`src/sv/dht_pkg.sv`:
```
// Package with constants, types and helper functions for the DH link transform core.
package dht_pkg;

  localparam int CordicSteps = 24;
  localparam int DataWidth   = 32;
  localparam int TableLen    = 30;
  localparam int NumSteps    = (CordicSteps < TableLen) ? CordicSteps : TableLen;
  localparam int AngW        = 26;
  localparam int CW          = 34;
  localparam int ZW          = 32;

  localparam logic signed [AngW:0] FullTurn    = 27'sd23592960;
  localparam logic signed [AngW:0] HalfTurn    = 27'sd11796480;
  localparam logic signed [AngW:0] QuarterTurn = 27'sd5898240;
  localparam logic signed [CW-1:0] CordicGain  = 34'sd652032874;
  localparam logic signed [CW-1:0] OneQ30      = 34'sd1073741824;
  localparam logic signed [63:0]   SatHi       = (DataWidth < 32) ?
      ((64'sd1 <<< (DataWidth - 1)) - 64'sd1) : 64'sd2147483647;

  typedef struct packed {
    logic signed [CW-1:0] x;
    logic signed [CW-1:0] y;
    logic signed [ZW-1:0] z;
    logic                 neg;
  } cordic_t;

  typedef struct packed {
    logic signed [31:0] link_length;
    logic signed [31:0] link_offset;
  } side_t;

  function automatic logic signed [ZW-1:0] atan_entry(input logic [4:0] i);
    logic signed [ZW-1:0] t [TableLen];
    t = '{32'sd188743680, 32'sd111421900, 32'sd58872272, 32'sd29884485, 32'sd15000234,
          32'sd7507429, 32'sd3754631, 32'sd1877430, 32'sd938729, 32'sd469366,
          32'sd234683, 32'sd117342, 32'sd58671, 32'sd29335, 32'sd14668, 32'sd7334,
          32'sd3667, 32'sd1833, 32'sd917, 32'sd458, 32'sd229, 32'sd115, 32'sd57,
          32'sd29, 32'sd14, 32'sd7, 32'sd4, 32'sd2, 32'sd1, 32'sd0};
    return t[i];
  endfunction

  function automatic logic signed [31:0] clamp_q30(input logic signed [CW-1:0] v);
    logic signed [CW-1:0] r;
    r = (v > OneQ30) ? OneQ30 : ((v < -OneQ30) ? -OneQ30 : v);
    return r[31:0];
  endfunction

  function automatic logic signed [63:0] mul_q30(input logic signed [31:0] a,
                                                 input logic signed [31:0] b);
    logic signed [63:0] p;
    p = 64'(a) * 64'(b) + 64'sd536870912;
    return p >>> 30;
  endfunction

  function automatic logic signed [31:0] sat_tr(input logic signed [63:0] v);
    logic signed [63:0] r;
    r = (v > SatHi) ? SatHi : ((v < -SatHi - 64'sd1) ? -SatHi - 64'sd1 : v);
    return r[31:0];
  endfunction

endpackage

```
`src/sv/dht_angle_fold.sv`:
```
// Angle reduction modulo a full turn and fold into the CORDIC start vector.
module dht_angle_fold import dht_pkg::*; (
  input  logic signed [AngW-1:0] ang,
  output cordic_t                start
);
  logic signed [AngW:0] r0, r1, r2;
  always_comb begin
    r0 = 27'(ang);
    if (r0 >= HalfTurn) begin
      r1 = r0 - FullTurn;
    end else if (r0 < -HalfTurn) begin
      r1 = r0 + FullTurn;
    end else begin
      r1 = r0;
    end
    start.neg = 1'b0;
    if (r1 > QuarterTurn) begin
      r2 = r1 - HalfTurn;
      start.neg = 1'b1;
    end else if (r1 < -QuarterTurn) begin
      r2 = r1 + HalfTurn;
      start.neg = 1'b1;
    end else begin
      r2 = r1;
    end
    start.x = CordicGain;
    start.y = '0;
    start.z = ZW'(r2) <<< 6;
  end
endmodule

```
`config.mk`:
```
export PLATFORM = sky130hd
export DESIGN_NAME = dht_angle_fold
export DESIGN_NICKNAME = d
export VERILOG_FILES = /design/src/sv/dht_pkg.sv /design/src/sv/dht_angle_fold.sv
export SDC_FILE = /design/constraint.sdc
export NUM_CORES = 1
export LEC_CHECK = 0
export BUFFER_PORTS_ARGS = -buffer_cell sky130_fd_sc_hd__buf_4
export CORE_MARGIN = 1.5
export CORE_UTILIZATION = 40
export DETAILED_ROUTE_END_ITERATION = 7
export PLACE_DENSITY_LB_ADDON = 0.2
export SYNTH_ARGS = -nofsm -noshare
export SYNTH_HDL_FRONTEND = slang
export SYNTH_SLANG_ARGS = --single-unit
```
`constraint.sdc`:
```
create_clock -name vclk -period 3.1
set_input_delay 0.31 -clock vclk [all_inputs]
set_output_delay 0.31 -clock vclk [all_outputs]
set_load 0.01 [all_outputs]
```
==> run summary <==
CP Buf/Inv Count - 3
initial antenna violation count - 0
clock buffer count - 0
Overflow after GRT - 0
vias in the first global route - 894
Via-to-Cell Ratio - 4.16
Crit path required time - 2.79 ns
area grow syn2layout - -0.567%
detailed-route DRC error count - 0
CP Launch Type - input pin
Mapped Cells - 200
Util after Layout - 0.417
storage element area - 0 µm²
Initial Utilization - 0.419
Least-Margin Pin Slew - 0.582 ns
Crit Path Max Fanout - 9
CP top delay family - compound AO/OA/AOI/OAI gates
final sequential cell count - 0
Setup Crit Path Kind - in -> out
die footprint - 4250 µm²
Resized Gates After CTS - 0
ratio of cells with drive above 1 in the final layout - 0.339
RSZ-0062 raised after global routing - no
Inst Count DP - 275
worst rel slew slack - 0.612
peak supply drop - 0.0786 mV
PD cells - 265 nW/µm²
Port Buffer Count - 53
DR iter-0 viols - 66
setup_tns - 0 ns
hold worst-path end - start[14]
adder-cell share of the synthesized area - 0.0324
# IOs - 127
FP Rows - 22
Multi-input gate area - 1060 µm²
largest net degree at the start of global routing - 12
DP HPWL - 2430 µm
CP peak stage delay - 0.39 ns
Hold Path Stages - 2
post-synthesis mux area share - 0.00647
gr usage total - 0.118
fin cells - 275
n_diodes - 0
Worst path slowest cell - o31ai_4
max-cap viol count - 0
Post-Synth Simple-Gate Area - 0.112
Synth Warn # - 0
Avg WL per Cell - 10.0 µm
drt pass-1 iters - 4
hold_buf cts - 0
WL final - 2750 µm
postcts setup bufs - 0
post-synth cell types - 49
Die Wd - 65.2 µm
FMAX - 359 MHz
Synth Cell Area - 1550 µm²
crit end category - primary output
first-pass GRT wire length - 4250 µm
syn avg cell area - 7.73 µm²
cell mode on critical path - buf_4
largest family of logic cells by synthesized area - buffers and inverters
Final Hold Viols - 0
Die H - 65.2 µm
sequential share of the synthesized area - 0
Synth Area in XOR/XNOR - 0.0947
final setup violation count - 0
Post-DRT Antenna Nets - 0
hold_sp - ang[7]
period utilization - 0.899
via count - 1144
Worst EP arrival - 2.48 ns
P_leak - 0.779 nW
core box area - 3690 µm²
CP Cell Sequence - buf_4, inv_1, ha_1, nor2_1, nor3_1, a21o_1, a221o_1, o31ai_4, nand2_2, o221a_1, buf_4
GPL Wtd Cong - 0.775
Fillers - 411
status - finished, final reports clean
Compound-Gate Fraction of Synth Area - 0.259
Max Slew Vio Count - 0
Hold Crit Class - in -> out
Layout Nets - 259
Period minus WS final - 2.79 ns
[power by group]
part	internal (mW)	switching, mW
Combinational	0.185	0.223
Clock	0	0
Sequential	0	0
[cell usage after synthesis (2+ instances only)]
| master | n | area share |
|---|---|---|
| buf_4 | 95 | 0.46 |
| nor2_1 | 10 | 0.024 |
| xnor2_1 | 7 | 0.040 |
| inv_1 | 6 | 0.015 |
| nand2_1 | 6 | 0.015 |
| nor3_1 | 6 | 0.019 |
| a21oi_1 | 5 | 0.016 |
| ha_1 | 4 | 0.032 |
| nor4_1 | 4 | 0.016 |
| o21ai_0 | 4 | 0.013 |
| a21oi_2 | 3 | 0.017 |
| o22ai_1 | 3 | 0.012 |
| xnor2_2 | 3 | 0.032 |
| a211oi_1 | 2 | 0.0097 |
| a21o_1 | 2 | 0.0097 |
| and3_1 | 2 | 0.0081 |
| conb_1 | 2 | 0.0049 |
| nand2_2 | 2 | 0.0081 |
| o21ai_2 | 2 | 0.011 |
| o2bb2ai_1 | 2 | 0.011 |
| o31ai_1 | 2 | 0.0097 |
[layout make-up]
cell class         count  share of cell area
well taps             48              0.0391
multi-input cells    168               0.688
repair buffers        53               0.259
inverters              6              0.0146
[logic make-up (layout without fill, tap and decap cells)]
| family | after synthesis | after routing |
|---|---|---|
| buf+inv | 104 | 59 |
| xor+xnor | 12 | 12 |
| mux | 1 | 1 |
| fa+ha+maj | 4 | 4 |
| compound gates | 42 | 42 |
| simple gates | 35 | 35 |
| other cells | 2 | 74 |
[metal layers]
| layer | track usage | vias to the layer above | wire length, µm |
|---|---|---|---|
| met2 | 0.212 | 57 | 1320 |
| li1 | - | 577 | - |
| met4 | 0 | 0 | 0 |
| met5 | 0 | - | 0 |
| met3 | 0 | 0 | 175 |
| met1 | 0.170 | 510 | 1260 |
[metrics by stage]
step	hold WS (ns)	power [mW]	setup WS [ns]	instance area (µm²)
after floorplan	0.712	0.359	0.557	1820
after global placement	0.809	0.407	0.337	1540
after detailed placement	0.810	0.408	0.297	1540
after CTS	0.810	0.409	0.305	1540
final	0.808	0.408	0.313	1540
after global routing	0.811	0.443	0.177	1540
[layout by cell type, fill, tap and decap left out, types with 2 or more instances in the layout]
master      n
a21oi_1     5
buf_4      53
o2bb2ai_1   2
nand2_2     2
nor4_1      4
a21o_1      2
conb_1     74
o31ai_1     2
a211oi_1    2
xnor2_1     7
o21ai_0     4
o22ai_1     3
o21ai_2     2
and3_1      2
nor3_1      6
xnor2_2     3
inv_1       6
a21oi_2     3
nor2_1     10
ha_1        4
nand2_1     6
[how the worst max path moves through the flow]
stage | startpoint | end | cells after the start | slack [ns]
after floorplan | ang[19] | start[26] | 10 | 0.56
after global placement | ang[19] | start[32] | 11 | 0.34
after detailed placement | ang[19] | start[26] | 11 | 0.30
after CTS | ang[19] | start[26] | 11 | 0.30
after global routing | ang[19] | start[32] | 11 | 0.18
final | ang[19] | start[26] | 11 | 0.31
No activity file was read; power rests on OpenSTA's default activity.
