<file path="src/sv/dht_pkg.sv">
// Package with constants, types and helper functions for the DH link transform core.
package dht_pkg;

  localparam int CordicSteps = 24;
  localparam int DataWidth   = 32;
  localparam int TableLen    = 30;
  localparam int NumSteps    = (CordicSteps < TableLen) ? CordicSteps : TableLen;
  localparam int AngW        = 26;
  localparam int CW          = 34;
  localparam int ZW          = 32;

  localparam logic signed [AngW:0] FullTurn    = 27'sd23592960;
  localparam logic signed [AngW:0] HalfTurn    = 27'sd11796480;
  localparam logic signed [AngW:0] QuarterTurn = 27'sd5898240;
  localparam logic signed [CW-1:0] CordicGain  = 34'sd652032874;
  localparam logic signed [CW-1:0] OneQ30      = 34'sd1073741824;
  localparam logic signed [63:0]   SatHi       = (DataWidth < 32) ?
      ((64'sd1 <<< (DataWidth - 1)) - 64'sd1) : 64'sd2147483647;

  typedef struct packed {
    logic signed [CW-1:0] x;
    logic signed [CW-1:0] y;
    logic signed [ZW-1:0] z;
    logic                 neg;
  } cordic_t;

  typedef struct packed {
    logic signed [31:0] link_length;
    logic signed [31:0] link_offset;
  } side_t;

  function automatic logic signed [ZW-1:0] atan_entry(input logic [4:0] i);
    logic signed [ZW-1:0] t [TableLen];
    t = '{32'sd188743680, 32'sd111421900, 32'sd58872272, 32'sd29884485, 32'sd15000234,
          32'sd7507429, 32'sd3754631, 32'sd1877430, 32'sd938729, 32'sd469366,
          32'sd234683, 32'sd117342, 32'sd58671, 32'sd29335, 32'sd14668, 32'sd7334,
          32'sd3667, 32'sd1833, 32'sd917, 32'sd458, 32'sd229, 32'sd115, 32'sd57,
          32'sd29, 32'sd14, 32'sd7, 32'sd4, 32'sd2, 32'sd1, 32'sd0};
    return t[i];
  endfunction

  function automatic logic signed [31:0] clamp_q30(input logic signed [CW-1:0] v);
    logic signed [CW-1:0] r;
    r = (v > OneQ30) ? OneQ30 : ((v < -OneQ30) ? -OneQ30 : v);
    return r[31:0];
  endfunction

  function automatic logic signed [63:0] mul_q30(input logic signed [31:0] a,
                                                 input logic signed [31:0] b);
    logic signed [63:0] p;
    p = 64'(a) * 64'(b) + 64'sd536870912;
    return p >>> 30;
  endfunction

  function automatic logic signed [31:0] sat_tr(input logic signed [63:0] v);
    logic signed [63:0] r;
    r = (v > SatHi) ? SatHi : ((v < -SatHi - 64'sd1) ? -SatHi - 64'sd1 : v);
    return r[31:0];
  endfunction

endpackage

</file>
<file path="src/sv/dht_cordic_stage.sv">
// One registered rotation step of the pipelined CORDIC, for both angles.
module dht_cordic_stage import dht_pkg::*; (
  input  logic       clk,
  input  logic       en,
  input  logic [4:0] step,
  input  cordic_t    a_in,
  input  cordic_t    t_in,
  output cordic_t    a_r,
  output cordic_t    t_r
);
  function automatic cordic_t rot(input cordic_t c);
    cordic_t o;
    logic signed [CW-1:0] dx, dy;
    dx = c.y >>> step;
    dy = c.x >>> step;
    o = c;
    if (c.z >= 0) begin
      o.x = c.x - dx;
      o.y = c.y + dy;
      o.z = c.z - atan_entry(step);
    end else begin
      o.x = c.x + dx;
      o.y = c.y - dy;
      o.z = c.z + atan_entry(step);
    end
    return o;
  endfunction

  always_ff @(posedge clk) begin
    if (en) begin
      a_r <= rot(a_in);
      t_r <= rot(t_in);
    end
  end
endmodule

</file>
<file path="config.mk">
export PLATFORM = sky130hd
export DESIGN_NAME = dht_cordic_stage
export DESIGN_NICKNAME = d
export VERILOG_FILES = /design/src/sv/dht_pkg.sv /design/src/sv/dht_cordic_stage.sv
export SDC_FILE = /design/constraint.sdc
export NUM_CORES = 1
export LEC_CHECK = 0
export BUFFER_PORTS_ARGS = -buffer_cell sky130_fd_sc_hd__buf_4
export CAP_MARGIN = 0
export CORE_MARGIN = 2
export CORE_UTILIZATION = 40
export CTS_CLUSTER_SIZE = 25
export DETAILED_ROUTE_END_ITERATION = 10
export PLACE_DENSITY_LB_ADDON = 0.08
export SYNTH_ARGS = -nofsm -noshare
export SYNTH_HDL_FRONTEND = slang
export SYNTH_SLANG_ARGS = --single-unit
export TNS_END_PERCENT = 5
</file>
<file path="constraint.sdc">
create_clock -name clk -period 9.1 [get_ports clk]
set_clock_uncertainty 0.1 [all_clocks]
set_input_delay 1.365 -clock clk [delete_from_list [all_inputs] [get_ports clk]]
set_output_delay 1.365 -clock clk [all_outputs]
set_load 0.005 [all_outputs]
</file>
==> results_dict.tcl <==
set metrics [dict create \
    clock_sinks 202 \
    grt_max_degree 118 \
    worstHoldStart "a_in[0]" \
    ys.warnings.count 0 \
    sw_frac_of_total 0.405 \
    critPathCaptureType "flip-flop" \
    tightestPinTransition_ns 1.26 \
    num_rows 100 \
    post-cts-setup-buffers 0 \
    ys_async_sr_fraction 0 \
    synth_fa_ha_area_frac 0.0903 \
    initial_core_util 0.404 \
    vias 29900 \
    post_cts_resize_count 0 \
    place.gp.congestion 1.04 \
    layoutNonFillerInstCount 4649 \
    hold_class "primary input to flip-flop" \
    synth_compound_area_frac 0.234 \
    yosys.area.top_type "edfxtp_1" \
    grt_use_total 0.318 \
    cp_slowest_stage_delay_ns 0.86 \
    synthMuxAreaShare 0.176 \
    final_util 0.466 \
    grt_pass1_wl_um 188000 \
    cp_data_required_time_ns 9.33 \
    hold_path_end "a_r[0]" \
    synthTopCellsByCount "nand2_1, a21oi_1, nor2_1" \
    drc_errors 0 \
    cts_made_buffers 26 \
    drive_above_1_share 0.225 \
    die_h_um 278 \
    grt_pass1_vias 29300 \
    critPathKind "primary input to flip-flop" \
    die-area_mm2 0.0773 \
    ant_nets 0 \
    finish.instance_area_mm2 0.0346 \
    cp_max_fo 81 \
    routed_via_density 6.42 \
    clockPowerShare 0.177 \
    cp_slowest_cell "a222oi_1" \
    vdd_drop_max_v 0.000152 \
    synth_xor_xnor_area_share 0.0888 \
    hold_viol 0 \
    dp_cells 4598 \
    wl_per_cell_um 27.6 \
    p_switching_w 0.00228 \
    chipWidth_um 278 \
    tns_ns 0 \
    postSynthNetCount 3761 \
    clockRootBuffer "clkbuf_16" \
    period_needed_ns 7.78 \
    synthCells 3339 \
    synth_top_family_by_area "compound AO/OA/AOI/OAI gates" \
    dp_hpwl_um 100000 \
    ioPinCount 411 \
    combPwrFrac 0.560 \
    synth_edf_count 202 \
    cts_tree "built" \
    dr.pass1.iters 6 \
    worstPathCellList "buf_6 -> buf_12 -> mux4_2 -> a222oi_1 -> mux4_2 -> nor4b_1 -> nand3_1 -> or3_1 -> o21ai_1 -> o21ai_0 -> xnor2_1 -> ha_1 -> a2111oi_0 -> a21oi_1 -> a22o_1 -> o211ai_1 -> a221o_1 -> nor2b_1 -> xnor2_1" \
    syn_to_final_growth_pct 15.4 \
    htreeDepth 1 \
    power-per-cell-area_mw_per_mm2 162 \
    final_nets 4079 \
    antenna_found_initial 7 \
    path_buf_inv 2 \
    fillers 7309 \
    yosysSeqAreaShare 0.202 \
    core-area_mm2 0.0743 \
    synthFlopType "edfxtp_1" \
    ys_seq_elements 202 \
    power.internal_w 0.00334 \
    ctsHoldBuffers 0 \
    yosysMostFrequentCell "nand2_1" \
    synth_simple_gate_area_frac 0.158 \
    arrival_ns 8.00 \
    rsz0062_at_grt "no" \
    wl_um 128000 \
    report.final.slew_viol_count 0 \
    min_path_cells 1 \
    setup_viol 0 \
    port_buffers 410 \
    slew_headroom 0.150 \
    achievable-frequency_mhz 129 \
    synth.area.top_cells "edfxtp_1, mux4_2, ha_1, xnor2_1, a21oi_1" \
    period_share 0.854 \
    avgSynthCellArea_um2 8.99 \
    p_leak_nw 14.1 \
    status "complete, no violations" \
    place_area_mm2 0.0338 \
    path_delay_family "compound AO/OA/AOI/OAI gates" \
    path_clk_slew_ns 0.06 \
    synth_top_area_frac 0.202 \
    drv_cap 0 \
    grt_overflow 0 \
    drt-initial-drc-count 2924 \
    clockBufferDepth 3 \
    seqPwrFrac 0.263 \
    synth.distinct_cells 118 \
    start_kind "primary input" \
    syn_area_mm2 0.0300 \
]
[final cells by class]
cell class                      count  area [um2]  area share
Inverter                          105         394      0.0114
Clock inverter                     16         101     0.00293
Sequential cell                   202        6070       0.175
Timing Repair Buffer              479        3690       0.107
Antenna cell                        3        7.51    0.000217
Tap cell                          969        1210      0.0350
Clock buffer                       32         694      0.0200
Multi-Input combinational cell   2843       22500       0.649
[worst max path at each step]
| stage | end | startpoint | slack (ns) | cells after the start |
|---|---|---|---|---|
| floorplan | a_r[29] | step[0] | 1.31 | 25 |
| global placement | a_r[56] | step[3] | 0.97 | 19 |
| detailed placement | a_r[58] | step[3] | 0.98 | 18 |
| CTS | a_r[56] | step[3] | 1.57 | 19 |
| global route | t_r[54] | step[0] | 0.95 | 21 |
| finish | a_r[64] | step[3] | 1.32 | 19 |
[power by group through the flow]
stage / clock network [W] / logic, W / registers (W)
after global routing: 0.00105 / 0.00339 / 0.00150
after CTS: 0.00103 / 0.00312 / 0.00148
after floorplan: 0 / 0.00192 / 0.00151
final: 0.000995 / 0.00315 / 0.00148
after global placement: 0 / 0.00308 / 0.00149
after detailed placement: 0 / 0.00310 / 0.00150
[stage by stage]
step	hold slack (ns)	setup slack [ns]	total power, W
2_1_floorplan	1.36	1.31	0.00342
3_3_place_gp	1.45	0.972	0.00458
3_5_place_dp	1.44	0.975	0.00459
4_1_cts	0.826	1.57	0.00563
5_1_grt	0.844	0.947	0.00595
6_report	0.857	1.32	0.00562
[cells in the final DEF, fill, tap and decap left out, types with 37 or more instances in the layout]
cell type	netlist	final
a21o_1	94	94
a21oi_1	249	249
a31oi_1	40	40
buf_4	7	469
edfxtp_1	202	202
ha_1	207	207
inv_1	100	99
mux2_2	72	72
mux2i_1	106	106
mux4_2	134	134
nand2_1	292	292
nand2b_1	43	43
nand3_1	75	75
nor2_1	243	241
nor3_1	61	60
o211ai_1	37	37
o21a_1	37	37
o21ai_0	174	174
o22ai_1	43	43
o31ai_1	41	41
xnor2_1	199	199
xor2_1	103	103
[flip-flops by register name (all words and copies together) (netlist names)]
signal	count
a_r	101
t_r	101
[cells by family (layout without fill, tap and decap cells)]
kind of cell / Yosys count / in the layout
AO/OA/AOI/OAI: 1033 / 1033
XOR/XNOR: 303 / 303
adder cells (fa/ha/maj): 213 / 213
buffers and inverters: 294 / 632
flip-flops: 202 / 202
multiplexers: 328 / 328
other: 0 / 3
AND/OR/NAND/NOR: 966 / 966
[layer usage]
layer / part of all wire / GRT usage / routed length (um) / vias to the layer above
li1: - / - / - / 13500
met2: 0.48 / 0.539 / 61200 / 1544
met4: 0.051 / 0.143 / 6490 / 4
met5: 0.00021 / 0 / 27 / -
met1: 0.40 / 0.400 / 51300 / 14500
met3: 0.071 / 0.0454 / 9070 / 305
Power figures use the tool's default switching activity.
